<file path="config.mk">
export PLATFORM = sky130hd
export DESIGN_NAME = cov_acc_ctrl
export DESIGN_NICKNAME = d
export VERILOG_FILES = /design/src/design/cov_acc_pkg.sv /design/src/design/cov_acc_ctrl.sv
export SDC_FILE = /design/constraint.sdc
export NUM_CORES = 1
export LEC_CHECK = 0
export BUFFER_PORTS_ARGS = -buffer_cell sky130_fd_sc_hd__buf_2
export CORE_AREA = 2 2 39 41
export CTS_BUF_LIST = sky130_fd_sc_hd__clkbuf_4 sky130_fd_sc_hd__clkbuf_8
export CTS_CLUSTER_DIAMETER = 120
export CTS_CLUSTER_SIZE = 20
export DETAILED_ROUTE_END_ITERATION = 6
export DIE_AREA = 0 0 41 43
export PLACE_DENSITY = 0.48
export SLEW_MARGIN = 0
export SYNTH_ARGS = -nofsm -noshare
export SYNTH_HDL_FRONTEND = slang
export SYNTH_SLANG_ARGS = --single-unit
</file>
<file path="constraint.sdc">
create_clock -name clk -period 1.5 [get_ports clk]
set_clock_uncertainty 0.05 [all_clocks]
set_input_delay 0.15 -clock clk [delete_from_list [all_inputs] [get_ports clk]]
set_output_delay 0.15 -clock clk [all_outputs]
set_load 0.01 [all_outputs]
</file>
<file path="src/design/cov_acc_pkg.sv">
package cov_acc_pkg;

  localparam int SAMPLE_BITS       = 16;
  localparam int MAX_ROWS          = 1024;
  localparam int DEF_FRACTION_BITS = 8;

  localparam int COUNT_W = $clog2(MAX_ROWS + 1);
  localparam int SX_W    = SAMPLE_BITS + COUNT_W;
  localparam int SXY_W   = 2 * SAMPLE_BITS + COUNT_W - 1;
  localparam int PROD_W  = 2 * SX_W;
  localparam int NUM_W   = PROD_W + 1;
  localparam int DEN_W   = 2 * COUNT_W;
  localparam int OUT_W   = 40;

  typedef enum logic [2:0] {
    ST_ACCUM,
    ST_PROD,
    ST_NUM,
    ST_DIV,
    ST_OUT
  } cov_state_t;

  typedef struct packed {
    logic acc_en;
    logic load_prod;
    logic load_num;
    logic div_step;
    logic load_out;
  } cov_cmd_t;

  typedef struct packed {
    logic denom_zero;
    logic div_last;
  } cov_stat_t;

endpackage

</file>
<file path="src/design/cov_acc_ctrl.sv">
module cov_acc_ctrl
  import cov_acc_pkg::*;
(
  input  logic      clk,
  input  logic      rst,
  input  logic      in_valid,
  input  logic      in_last,
  output logic      in_ready,
  output logic      out_valid,
  input  logic      out_ready,
  input  cov_stat_t stat,
  output cov_cmd_t  cmd
);

  cov_state_t state;
  cov_state_t state_next;
  logic       out_free;

  assign out_free = !out_valid || out_ready;

  always_ff @(posedge clk) begin
    if (rst) begin
      state     <= ST_ACCUM;
      out_valid <= 1'b0;
    end else begin
      state <= state_next;
      if (cmd.load_out) begin
        out_valid <= 1'b1;
      end else if (out_ready) begin
        out_valid <= 1'b0;
      end
    end
  end

  always_comb begin
    state_next = state;
    unique case (state)
      ST_ACCUM: begin
        if (in_valid && in_last) begin
          state_next = ST_PROD;
        end
      end
      ST_PROD: state_next = ST_NUM;
      ST_NUM: begin
        state_next = stat.denom_zero ? ST_OUT : ST_DIV;
      end
      ST_DIV: begin
        if (stat.div_last) begin
          state_next = ST_OUT;
        end
      end
      ST_OUT: begin
        if (out_free) begin
          state_next = ST_ACCUM;
        end
      end
      default: state_next = ST_ACCUM;
    endcase
  end

  always_comb begin
    cmd      = '0;
    in_ready = 1'b0;
    unique case (state)
      ST_ACCUM: begin
        in_ready   = 1'b1;
        cmd.acc_en = in_valid;
      end
      ST_PROD: cmd.load_prod = 1'b1;
      ST_NUM:  cmd.load_num  = 1'b1;
      ST_DIV:  cmd.div_step  = 1'b1;
      ST_OUT:  cmd.load_out  = out_free;
      default: cmd = '0;
    endcase
  end

endmodule

</file>
== Word-level counts from Yosys, hierarchy flattened ==
Index checks and enable logic that the tools add are counted.
Word-level totals
  flip-flop bits (word level): 4
  output and inout port bits: 7
  word-level logic and storage cells: 28
Operators by class
  muxes and demuxes: 13
  equality and inequality tests: 7
  reduce and logical (&&, ||, !) cells: 6
Operators by type and width (number)
  3-bit one-hot mux with 5 select lines: 1
  3-bit 2-to-1 mux: 4
  1-bit 2-to-1 mux: 8
  3-bit by 2-bit equality test with 1-bit output (second input constant): 2
  2-bit != test (second input constant): 3
  3-bit by 1-bit equality test with 1-bit output (second input constant): 1
  3-bit equality test (second input constant): 1
  3-bit logical NOT: 1
  3-bit AND reduction: 1
  2-bit nonzero test: 1
  1-bit logical AND: 1
  1-bit logical NOT: 1
  1-bit logical OR: 1

== Depth between registers and ports, before layout ==
Gate-level depths: netlist of run 1.
  depth in word-level cells: 4
  mapped depth: 4

== Least setup slack after synthesis of run 1 ==
No wires, ideal clock.
  path kind: register to output
  start point: reg state[0]
  end point: out cmd[4] in the netlist's numbering
  data required time: 1.300 ns
  arrival time: 1.009 ns
  cell stages (with the launch flop): 4
  path slack: 0.291 ns
  path through: dfxtp_1 buf_2 nor3_1 and2_1
RTL lines
  start, declared: line cov_acc_ctrl.sv:15  | cov_state_t state;
  start signal, assigned: line cov_acc_ctrl.sv:26  | state <= state_next;
  end, declared: line cov_acc_ctrl.sv:12  | output cov_cmd_t cmd

==> flow_summary.ini, run 1 <==
[outcome]
outcome = finished clean

[grt]
grt_pass1_wl_um = 883
grt_max_degree = 12
grt_pass1_vias = 234
track_usage_pct = 8.016
antenna_found_initial = 0
grt.overflow.total = 0

[power_and_ir_drop]
leakage_nw = 0.1631
p_per_area_nw_per_um2 = 796.3
peakVddDrop_uv = 294.8
p_total_mw = 0.2989

[layout]
fin_area_um2 = 375.4
fin_cells = 64
final_util_pct = 27.12
area_growth_pct = 35.75
num-fill-cells = 151
regArea_um2 = 81.33
multi_input_area_um2 = 182.7
layout.nets = 57
drive_gt1_share_pct = 39.58
n_antenna_cell = 0

[cts]
insertion_delay_ns = 0.23
cts_num_sinks = 4
path_clk_slew_ns = 0.04
holdBufCountCts = 0
cts-htree-levels = 1
clockBufferDepth = 2
post_cts_buffers = 0
numCtsBuffers = 3
cts_tree = yes
cts_root_buf = clkbuf_4
post_cts_resized = 0

[floorplan]
rows = 14
ios = 14
core_um2 = 1384
die_w_um = 41
die_h_um = 43
die_area_um2 = 1763
start_util_pct = 19.98

[timing]
hold_viol_final = 0
worst_pin_slew_ns = 0.3627
max_freq_ghz = 0.7196
fin_crit_ns = 1.390
tns_ns = 0
slew_violations = 0
whs_ns = 0.05269
setup_viol = 0
finalWorstSetupSlack_ns = 0.1104
max_slew_margin_pct = 75.79
rsz0062_at_grt = no
period_share_pct = 92.64

[drt]
ant_nets = 0
drt_iter0_markers = 3
vias = 290
wl_um = 595
post_drt_wl_per_cell_um = 9.297
drt_pass1_iterations = 4
via_per_inst = 4.531
drc_errors = 0

[min_path]
hold_class = input pin to flip-flop

[logic_synthesis]
synth_area_um2 = 276.5
ys_ff_latch = 4
yosysWarnings = 0
avgSynthCellArea_um2 = 8.133
yosysUniqueCellTypes = 20
yosysSeqAreaShare_pct = 28.96
synth_nets = 41
netlist_instances = 34

[worst_setup_path]
critPathCaptureType = output pin
crit_required_ns = 1.30
crit_type = flip-flop to output pin
cp.arrival_ns = 1.19
regToRegSetupSlack_ns = 0.19
cp_max_fo = 9
worstSetupStartpointType = flip-flop

[flow_run]
cap_violations = 0

[placed_design]
place_ws_ns = 0.2352
dp_cells = 61
port_buffers = 13
dp_hpwl_um = 447.7
place.gp.congestion = 0.6243
placed_cell_area_um2 = 345.3
cells by family (layout without fill, tap and decap cells):
logic type / Yosys count / after routing / synth area share [%]
AO/OA/AOI/OAI: 10 / 10 / 23.53
AND/OR/NAND/NOR: 17 / 17 / 40.27
flip-flops: 4 / 4 / 28.96
buffers and inverters: 3 / 17 / 7.236
Yosys cell counts (all sizes together):
master   instances  area share, %
nand4bb          2            8.1
a211o            1            3.2
nor2b            3            6.8
nor3             2            3.6
nor3b            1            4.5
a21oi            5             10
dfxtp            4             29
buf              2            5.9
nand2            1            1.4
o21ai            1            1.8
and2             1            2.3
or3b             1            3.2
inv              1            1.4
nand2b           1            2.3
o21a             2            5.4
nor2             4            5.4
nand3b           1            2.7
a211oi           1            2.7
final cells by class:
| cell class | instances | share of cell area (%) |
|---|---|---|
| inverter | 1 | 1.000 |
| multi-input combinational | 27 | 48.67 |
| sequential | 4 | 21.67 |
| timing repair buffer | 13 | 17.33 |
| clock buffer | 3 | 6.000 |
| tap | 16 | 5.333 |
worst max-delay path, cell delays in order, from the launching register on:
cell and delay [ns]:
dfxtp_1 0.40, nor3b_4 0.27, nor2b_1 0.16, buf_2 0.14
per-layer routing:
| metal | track usage, % | vias up | part of all wire, % |
|---|---|---|---|
| met5 | 0 | - | 0 |
| met4 | 10.00 | 0 | 1.7 |
| met3 | 3.141 | 2 | 11 |
| met2 | 8.438 | 13 | 40 |
| met1 | 10.22 | 124 | 47 |
| li1 | - | 151 | - |
power by group:
part | internal (mW) | switching [mW] | leakage, nW | total (mW)
combinational | 0.0263 | 0.0220 | 0.116 | 0.0483
sequential | 0.110 | 0.00895 | 0.0330 | 0.119
clock | 0.0894 | 0.0418 | 0.0138 | 0.131
total | 0.226 | 0.0728 | 0.163 | 0.299
sequential cells by signal, indices dropped and copies added (netlist names):
| signal | cells |
|---|---|
| out_valid | 1 |
| state | 3 |
cell usage in the layout (no fill, tap or decap):
master / instances
nor2b_1: 3
dfxtp_2: 1
nor3_1: 2
nand2_1: 1
a211oi_1: 1
dfxtp_1: 3
clkbuf_4: 3
inv_1: 1
nand2b_1: 1
nor3b_4: 1
a21oi_1: 4
o21ai_0: 1
a21oi_2: 1
nor2_1: 4
buf_2: 13
nand4bb_1: 2
nand3b_1: 1
and2_1: 1
o21a_1: 2
or3b_1: 1
a211o_1: 1
worst paths after layout:
| check | depth (start not counted) | startpoint | end |
|---|---|---|---|
| setup / recovery | 3 | state[0] | cmd[0] |
| hold / removal | 2 | rst | state[2] |
| setup reg to reg | 3 | state[1] | state[1] |
| hold reg to reg | 2 | state[2] | state[2] |
Note: power is estimated with default switching activity, not from simulation.
==> run 2: changes to the inputs <==
- ABC_AREA: not set -> 1
- PLACE_DENSITY: 0.48 -> 0.47
==> flow_summary.ini, run 2 <==
[outcome]
outcome = finished clean

[layout]
area_growth_pct = 40.57
top_regs = state: 3 flops, out_valid: 1 flops
drive_gt1_share_pct = 43.10
n_antenna_cell = 0
layout.nets = 67
fin_area_um2 = 372.9
top_register = state
final_common_cell = buf_2
largest_reg_flops = 3
final_cell_mix = buf_2, nor2_1, inv_1
final_util_pct = 26.94

[grt]
track_usage_pct = 8.024
antenna_found_initial = 0
grt.overflow.total = 0
grt_pass1_vias = 249
grt_max_degree = 6
grt_pass1_wl_um = 938

[floorplan]
ios = 14
core_um2 = 1384
die_h_um = 43
start_util_pct = 19.17
die_w_um = 41
rows = 14
die_area_um2 = 1763

[timing]
period_share_pct = 87.12
worst_pin_slew_ns = 0.2625
fin_crit_ns = 1.307
setup_viol = 0
max_freq_ghz = 0.7653
rsz0062_at_grt = no
slew_violations = 0
max_slew_margin_pct = 82.48
whs_ns = 0.04553
hold_viol_final = 0
finalWorstSetupSlack_ns = 0.1933
tns_ns = 0

[placed_design]
dp_hpwl_um = 513.7
place.gp.congestion = 0.6407
placed_cell_area_um2 = 350.3
place_ws_ns = 0.4270
port_buffers = 13

[worst_setup_path]
cp_slowest_stage_delay_ns = 0.34
worstSetupStartpointType = flip-flop
critPathCaptureType = output pin
worstPathCellList = nor2_2 -> nand2_1 -> nor2_1 -> buf_2
crit_required_ns = 1.30
crit_buf_inv = 1
path_delay_family = simple AND/OR/NAND/NOR gates
cp_max_fo = 4
slowest_stage = dfxtp_1
cp.arrival_ns = 1.11
crit_type = flip-flop to output pin

[logic_synthesis]
synth_top_area_cell = dfxtp_1
synth_nets = 49
synth_edf_count = 0
yosysWarnings = 0
avgSynthCellArea_um2 = 6.316
yosysSeqAreaShare_pct = 30.19
yosysUniqueCellTypes = 13
synthTopCellsByCount = nor2_1, inv_1, nand2_1
ys.flop_type = dfxtp_1
ys_ff_latch = 4
netlist_instances = 42
yosysMostFrequentCell = nor2_1
synth_area_leaders = dfxtp_1, nor2_1, inv_1
synth_area_um2 = 265.3
netlist.area_leader.share_pct = 30.19
ys_async_sr_fraction_pct = 0

[min_path]
hold_class = input pin to flip-flop

[cts]
cts_root_buf = clkbuf_4
holdBufCountCts = 0
path_clk_slew_ns = 0.03
post_cts_buffers = 0
insertion_delay_ns = 0.23
cts_tree = yes
numCtsBuffers = 3
cts_num_sinks = 4
clockBufferDepth = 2
cts-htree-levels = 1
post_cts_resized = 0

[drt]
vias = 297
ant_nets = 0
drt_pass1_iterations = 1
via_per_inst = 4.014
drt_iter0_markers = 0
wl_um = 597
drc_errors = 0
post_drt_wl_per_cell_um = 8.068

[power_and_ir_drop]
leakage_nw = 0.2152
peakVddDrop_uv = 678.7
p_per_area_nw_per_um2 = 1912

[flow_run]
cap_violations = 0
run 2: changes by cell type in the layout (fill, tap and decap cells not counted), moves of 2 or more:
cell	previous run	this run
nand2_1	1	6
a21oi_1	4	1
inv_1	1	8
nor2_2	0	2
nor2b_1	3	0
nand4bb_1	2	0
nand2_2	0	3
nand3_1	0	3
nor2_1	4	9
o21a_1	2	0
nand3_2	0	2
run 2: routing by layer:
layer / routed length, µm / global-route usage, % / share of wire [%] / up-vias
met5: 0 / 0 / 0 / -
met4: 0 / 6.000 / 0 / 0
met3: 38 / 3.141 / 6.4 / 0
met2: 305 / 11.56 / 51 / 8
met1: 254 / 8.974 / 43 / 128
li1: - / - / - / 161
run 2: power breakdown:
part	leakage, nW	switching, mW	internal (mW)
Sequential	0.0329	0.0530	0.147
Combinational	0.169	0.229	0.156
Clock	0.0138	0.0385	0.0891
Total	0.215	0.321	0.392
run 2: area by class of cell:
cell class                 count  area (µm²)
sequential                     4       80.08
timing repair buffer          13       65.06
tap                           16       20.02
fill                         166        1011
clock buffer                   3       22.52
inverter                       9       33.78
multi-input combinational     29       151.4
run 2: worst reg2reg max path, stage by stage, from the launching register on:
cell	delay [ns]
dfxtp_1	0.46
inv_2	0.09
nand2_2	0.08
nor2_2	0.04
nand2_2	0.06
nand2_1	0.04
nor2_1	0.09
nor2_1	0.04
run 2: path summary, 6_finish.rpt:
path	startpoint	to	slack, ns	depth (start not counted)
setup / recovery	state[0]	cmd[4]	0.19	4
setup reg to reg	state[2]	state[0]	0.44	7
hold reg to reg	out_valid	out_valid	0.55	4
hold / removal	rst	out_valid	0.05	2
run 2: kinds of logic (layout without fill, tap and decap cells):
logic type / count (synthesis) / after routing / synth area share (%)
flops: 4 / 4 / 30.19
simple gates: 28 / 28 / 55.18
buf+inv: 9 / 25 / 12.73
compound gates: 1 / 1 / 1.885
run 2: stage by stage:
step | total power, mW | instances
CTS | 0.7284 | 74
global route | 0.7989 | 74
global placement | 0.5904 | 71
detailed placement | 0.5905 | 71
floorplan | 0.4673 | 42
finish | 0.7129 | 74
